**config.mk**
```make
export PLATFORM = sky130hd
export DESIGN_NAME = vwt_dist
export DESIGN_NICKNAME = d
export VERILOG_FILES = /design/src/sv/assert_macros.svh /design/src/sv/vwt_pkg.sv /design/src/sv/vwt_dist.sv
export SDC_FILE = /design/constraint.sdc
export NUM_CORES = 2
export LEC_CHECK = 0
export ABC_CLOCK_PERIOD_IN_PS = 7200
export BUFFER_PORTS_ARGS = -buffer_cell sky130_fd_sc_hd__clkbuf_2
export CORE_MARGIN = 3
export CORE_UTILIZATION = 55
export CTS_CLUSTER_SIZE = 8
export DETAILED_ROUTE_END_ITERATION = 16
export PLACE_DENSITY = 0.77
export SYNTH_ARGS = -nofsm -noshare
export SYNTH_HDL_FRONTEND = slang
export SYNTH_SLANG_ARGS = --single-unit
export TNS_END_PERCENT = 1
```
**constraint.sdc**
```tcl
create_clock -name clk_i -period 7.2 [get_ports clk_i]
set_clock_uncertainty 0.1 [all_clocks]
set_input_delay 1.44 -clock clk_i [delete_from_list [all_inputs] [get_ports clk_i]]
set_output_delay 1.44 -clock clk_i [all_outputs]
set_load 0.02 [all_outputs]
```
**src/sv/assert_macros.svh**
```systemverilog
// assertion macros shared by the rtl
`ifndef ASSERT_MACROS_SVH
`define ASSERT_MACROS_SVH

// antecedent implies consequent in the same cycle
`define VWT_ASSERT_IMPLY(label, clk, rst_n, ante, cons, msg) \
  label: assert property (@(posedge clk) disable iff (!rst_n) (ante) |-> (cons)) \
    else $error(msg);

// condition never holds
`define VWT_ASSERT_NEVER(label, clk, rst_n, cond, msg) \
  label: assert property (@(posedge clk) disable iff (!rst_n) !(cond)) \
    else $error(msg);

`endif

```
**src/sv/vwt_pkg.sv**
```systemverilog
// ----------------------------------------------------------------------------
// vwt_pkg
// Shared types and constants of the vertex weld table.
// ----------------------------------------------------------------------------
`timescale 1ns / 1ps
`default_nettype none

package vwt_pkg;

  localparam int TABLE_DEPTH  = 256;
  localparam int IDX_W        = (TABLE_DEPTH > 1) ? $clog2(TABLE_DEPTH) : 1;
  localparam int CNT_W        = $clog2(TABLE_DEPTH + 1);
  localparam int COORD_W      = 32;
  localparam int INDEX_W      = 8;
  localparam int STATUS_W     = 2;
  localparam int RADIUS_W     = 32;
  localparam int MAG_W        = 16;
  localparam int SQ_W         = 2 * MAG_W;
  localparam int SUM_W        = SQ_W + 2;
  localparam logic [RADIUS_W-1:0] RADIUS_RESET = 32'd43;
  localparam logic ACT_CLEAR  = 1'b1;

  typedef struct packed {
    logic signed [COORD_W-1:0] x;
    logic signed [COORD_W-1:0] y;
    logic signed [COORD_W-1:0] z;
    logic signed [COORD_W-1:0] w;
  } vertex_t;

  typedef struct packed {
    logic             v;
    logic             last;
    logic [IDX_W-1:0] idx;
  } tag_t;

  typedef enum logic [STATUS_W-1:0] {
    ST_MATCHED  = 2'd0,
    ST_APPENDED = 2'd1,
    ST_FULL     = 2'd2,
    ST_CLEARED  = 2'd3
  } status_e;

endpackage

`default_nettype wire

```
**src/sv/vwt_dist.sv**
```systemverilog
// ----------------------------------------------------------------------------
// vwt_dist
// Three-stage squared distance compare of a stored vertex against the query.
// ----------------------------------------------------------------------------
`timescale 1ns / 1ps
`default_nettype none

module vwt_dist (
  input  logic                         clk_i,
  input  logic                         rst_ni,
  input  vwt_pkg::tag_t                tag_i,
  input  vwt_pkg::vertex_t             entry_i,
  input  vwt_pkg::vertex_t             query_i,
  input  logic [vwt_pkg::RADIUS_W-1:0] radius_i,
  output vwt_pkg::tag_t                tag_o,
  output logic                         match_o
);
  import vwt_pkg::*;

  logic signed [COORD_W:0] dx, dy, dz;
  logic [COORD_W:0]        ax, ay, az;
  logic                    near;

  tag_t             s1_tag_q, s2_tag_q, s3_tag_q;
  logic             s1_ok_q, s2_ok_q, s3_match_q;
  logic [MAG_W-1:0] mx_q, my_q, mz_q;
  logic [SQ_W-1:0]  sx_q, sy_q, sz_q;
  logic [SUM_W-1:0] sum;

  always_comb begin
    dx   = {entry_i.x[COORD_W-1], entry_i.x} - {query_i.x[COORD_W-1], query_i.x};
    dy   = {entry_i.y[COORD_W-1], entry_i.y} - {query_i.y[COORD_W-1], query_i.y};
    dz   = {entry_i.z[COORD_W-1], entry_i.z} - {query_i.z[COORD_W-1], query_i.z};
    ax   = dx[COORD_W] ? (COORD_W+1)'(-dx) : dx;
    ay   = dy[COORD_W] ? (COORD_W+1)'(-dy) : dy;
    az   = dz[COORD_W] ? (COORD_W+1)'(-dz) : dz;
    near = (ax[COORD_W:MAG_W] == '0) && (ay[COORD_W:MAG_W] == '0) &&
           (az[COORD_W:MAG_W] == '0);
  end

  assign sum = SUM_W'(sx_q) + SUM_W'(sy_q) + SUM_W'(sz_q);

  always_ff @(posedge clk_i or negedge rst_ni) begin
    if (!rst_ni) begin
      s1_tag_q   <= '0;
      s2_tag_q   <= '0;
      s3_tag_q   <= '0;
      s1_ok_q    <= 1'b0;
      s2_ok_q    <= 1'b0;
      s3_match_q <= 1'b0;
    end else begin
      s1_tag_q   <= tag_i;
      s2_tag_q   <= s1_tag_q;
      s3_tag_q   <= s2_tag_q;
      s1_ok_q    <= near;
      s2_ok_q    <= s1_ok_q;
      s3_match_q <= s2_ok_q && (sum < SUM_W'(radius_i));
    end
  end

  always_ff @(posedge clk_i) begin
    mx_q <= ax[MAG_W-1:0];
    my_q <= ay[MAG_W-1:0];
    mz_q <= az[MAG_W-1:0];
    sx_q <= mx_q * mx_q;
    sy_q <= my_q * my_q;
    sz_q <= mz_q * mz_q;
  end

  assign tag_o   = s3_tag_q;
  assign match_o = s3_match_q && s3_tag_q.v;

endmodule

`default_nettype wire

```
=== Word level (Yosys, flattened, before mapping) ===
Index checks and enable logic that the tools add are counted.

* $add $sub $neg: 8
* Multipliers: 3
* $lt $le $gt $ge: 1
* Multiplexer cells: 3
* Reduce and logical (&&, ||, !) cells: 7

{| class="wikitable"
|+ Operators by type and width
! cell !! count
|-
| 33-bit 2-to-1 mux || 3
|-
| 33-bit negator || 3
|-
| 32-bit by 32-bit subtractor with 33-bit output || 3
|-
| 16-bit by 16-bit multiplier with 32-bit output || 3
|-
| 17-bit zero test || 3
|-
| 33-bit by 32-bit adder with 34-bit output || 1
|-
| 34-bit by 32-bit < comparator with 1-bit output || 1
|-
| 32-bit by 32-bit adder with 33-bit output || 1
|-
| 1-bit logical AND || 4
|}

* Bits in registers: 177
* Input bits: 300
* Output and inout port bits: 11
* Word-level logic and storage cells: 40

=== Longest topological paths before layout ===
* Depth after elaboration: 6
* Depth in mapped cells: 27
* Gate-level depth less buffers: 26

=== Worst setup path before layout ===
No wires, ideal clock.

* Path type: reg2reg
* Start: reg mz_q[2]
* End: reg sz_q[29]
* Setup time: 0.119 ns
* Arrival time: 6.883 ns
* Required time: 6.981 ns
* Setup slack: 0.099 ns
* Cell stages (with the launch flop): 26
* Buffers on the path: 1
* Clock period less this slack: 7.101 ns
* Cell sequence: dfxtp_1 > clkbuf_1 > nand2_1 > inv_1 > fa_1 > inv_1 > fa_1 > inv_1 > fa_1 > inv_1 > fa_1 > inv_1 > fa_1 > fa_1 > ha_1 > a21o_1 > a2111o_1 > a31o_2 > o41ai_1 > o21ai_0 > o41a_1 > a211o_1 > a21oi_1 > o21bai_1 > a21o_1 > xor2_1

* Word-level cells in the longest chain between the ends: 1

{| class="wikitable"
|+ RTL lines
! item !! line !! source
|-
| start: declaration || vwt_dist.sv:26 || <nowiki>logic [MAG_W-1:0] mx_q, my_q, mz_q;</nowiki>
|-
| start signal: assignment || vwt_dist.sv:64 || <nowiki>mz_q <= az[MAG_W-1:0];</nowiki>
|-
| 16-bit by 16-bit multiplier with 32-bit output || vwt_dist.sv:67 || <nowiki>sz_q <= mz_q * mz_q;</nowiki>
|-
| end signal: assignment || vwt_dist.sv:67 ||
|-
| end: declaration || vwt_dist.sv:27 || <nowiki>logic [SQ_W-1:0] sx_q, sy_q, sz_q;</nowiki>
|}

Every way passes these cells.

=== Worst setup path in the final report ===
* Start: reg mz_q[3]
* End: reg sz_q[29]

Same word-level chain as after synthesis.

==> impl_metrics.env <==
export IMPL_cts_clk_slew_worst_paths_ps=80
export IMPL_via_count=29217
export IMPL_synthFlopType="dfxtp_1"
export IMPL_async_reset_ff_frac=0.190
export IMPL_fin_area_um2=39500
export IMPL_grt_pass1_vias=29494
export IMPL_place_area_um2=38800
export IMPL_grt_pass1_wl_mm=139
export IMPL_reg2reg_depth=24
export IMPL_crit_start="mz_q[3]"
export IMPL_nets=5780
export IMPL_cts_tree="done"
export IMPL_cts_sinks=174
export IMPL_wl_per_cell_um=15.1
export IMPL_design_core_area_um2=64900
export IMPL_h_tree_depth=4
export IMPL_fill_cells=5568
export IMPL_max_freq_ghz=0.143
export IMPL_num_antenna_cells=0
export IMPL_row_count=93
export IMPL_postRouteAntennaNets=0
export IMPL_critPathArrivalTime_ps=7280
export IMPL_yosysSeqAreaShare=0.100
export IMPL_cts_buffers=17
export IMPL_dieArea_um2=69300
export IMPL_maxCapViolations=0
export IMPL_required_ps=7470
export IMPL_layout_min_cycle_time_ps=7000
export IMPL_setup_viol=0
export IMPL_dr_pass1_iters=5
export IMPL_hold_path_class="reg -> reg"
export IMPL_post_cts_buffers=0
export IMPL_gr_total_overflow=0
export IMPL_status="finished clean"
export IMPL_holdPathEnd="s2_ok_q"
export IMPL_antenna_found_initial=1
export IMPL_wl_met3_mm=4.01
export IMPL_slew_headroom=0.260
export IMPL_cts_hold_buf=0
export IMPL_routed_wl_mm=80.9
export IMPL_synth_area_leaders="fa_1 (29%), ha_1 (16%), inv_1 (9.6%)"
export IMPL_r2r_slack_ps=200
export IMPL_gp_congestion=0.892
export IMPL_clockBufferDepth=2
export IMPL_min_path_cells=0
export IMPL_endpoint_kind="register"
export IMPL_worst_pin_slew_ps=1100
export IMPL_worstReg2RegStart="mz_q[3]"
export IMPL_synth_edf_count=0
export IMPL_via_per_inst=5.45
export IMPL_start_util=0.560
export IMPL_grt_max_degree=34
export IMPL_synthDistinctLibCells=96
export IMPL_hpwl_mm=69.4
export IMPL_top_layer="met4"
export IMPL_synth_commonest_cells="inv_1 (928), fa_1 (521), ha_1 (462)"
export IMPL_synth_cells=4259
export IMPL_drv_slew=0
export IMPL_grtUsageTotal=0.238
export IMPL_reg2reg_to="sz_q[29]"
export IMPL_area_growth_pct=8.51
export IMPL_clk_latency_ps=490
export IMPL_met2_length_mm=38.9
export IMPL_drt_iter0_markers=1704
export IMPL_die_w_um=263
export IMPL_io_buffers=246
export IMPL_path_class="reg -> reg"
export IMPL_met1Wirelength_mm=36.2
export IMPL_synth_top_area_frac=0.287
export IMPL_syn_area_per_cell_um2=8.54
export IMPL_drc_errors=0
export IMPL_cp_max_fo=4
export IMPL_start_kind="register"
export IMPL_hold_viol=0
export IMPL_yosysTopAreaCell="fa_1"
export IMPL_clk_root_buffer_cell="clkbuf_16"
export IMPL_io_pins=311
export IMPL_yosysMostFrequentCell="inv_1"
export IMPL_die_y_um=263
export IMPL_yosysWarningCount=0
export IMPL_synth_seq_cells=174
export IMPL_hold_start="s1_ok_q"
export IMPL_synthesis_area_um2=36400
export IMPL_finalCritPeriodShare=0.973
export IMPL_drive_gt1_frac=0.0918
## layer usage
metal / GRT usage / vias to the layer above
met2: 0.406 / 756
met4: 0.0638 / 0
met3: 0.0278 / 112
met5: 0 / -
met1: 0.323 / 14069
li1: - / 14280
## stage by stage
stage / setup WS (ps) / hold WS, ps / utilization / instances / TNS (ps)
4_1_cts: 89.0 / 252 / 0.608 / 5365 / 0
5_1_grt: -2.23 / 260 / 0.608 / 5365 / -2.23
3_3_place_gp: 235 / 232 / 0.598 / 5333 / 0
2_1_floorplan: 98.5 / 231 / - / 4260 / 0
3_5_place_dp: 150 / 235 / 0.598 / 5333 / 0
6_report: 196 / 247 / 0.608 / 5365 / 0
## layout make-up
type | count | area [µm²] | share of cell area
Clock inverter | 15 | 188 | 0.00475
Clock buffer | 17 | 425 | 0.0108
Tap cell | 855 | 1070 | 0.0271
Multi-Input combinational cell | 3058 | 28900 | 0.732
Sequential cell | 174 | 3650 | 0.0925
Inverter | 929 | 3490 | 0.0885
Timing Repair Buffer | 317 | 1760 | 0.0447
## worst max-delay path by stage
stage	end	slack [ps]	cells after the start
final	sz_q[29]	200	24
after global routing	sz_q[29]	-2	24
after CTS	sz_q[29]	90	24
after detailed placement	sz_q[29]	150	24
after global placement	sz_q[29]	240	25
after floorplan	sz_q[29]	100	25
## what timing repair did
item                                    4_1_cts  5_1_grt
gates resized for setup                       0        6
endpoints found under the hold margin         0        0
endpoints found under the setup margin        0        9
## cell usage in the layout, fill, tap and decap left out, types with 27 or more instances in the layout
cell type	n
a21o_1	76
a21oi_1	180
a31oi_1	27
and2_1	154
and3_1	40
buf_4	71
clkbuf_2	246
dfrtp_1	33
dfxtp_1	138
fa_1	521
ha_1	462
inv_1	928
nand2_1	350
nand2b_1	32
nand3_1	64
nor2_1	196
nor2b_1	43
nor3_1	56
o21a_1	40
o21ai_0	131
o21bai_1	29
o31ai_1	27
xnor2_1	174
xor2_1	68
## worst max-delay path, stage by stage, from the launching register on
cell and delay, ps:
dfxtp_1 360, and2_1 220, fa_1 520, inv_1 60, fa_1 520, inv_1 50, fa_1 500, inv_1 60
fa_1 540, inv_1 50, fa_1 490, fa_1 410, ha_1 300, a21o_1 200, a2111o_1 420, a31o_2 240
o41ai_2 220, buf_4 180, o21ai_0 150, o41a_1 380, a211o_1 320, a21oi_2 180, o21bai_1 90, a21o_1 190
xor2_1 140
## registers in the layout, summed over array words and instances (netlist names)
signal	count
sx_q	31
sy_q	31
sz_q	31
mx_q	16
my_q	16
mz_q	16
s1_tag_q	10
s2_tag_q	10
tag_o	10
s1_ok_q	1
s2_ok_q	1
s3_match_q	1
## logic make-up (layout without fill, tap and decap cells)
family,after synthesis,after routing,share of synthesized area
buf+inv,1028,1278,0.106
simple gates,1079,1079,0.148
mux,14,14,0.00409
fa+ha+maj,983,983,0.446
other cells,2,3,0.000206
flops,174,174,0.100
compound gates,736,736,0.137
xor+xnor,243,243,0.0587
Power is not shown: default switching activity piles up to over one toggle a cycle in this logic, so the estimate is an artifact.
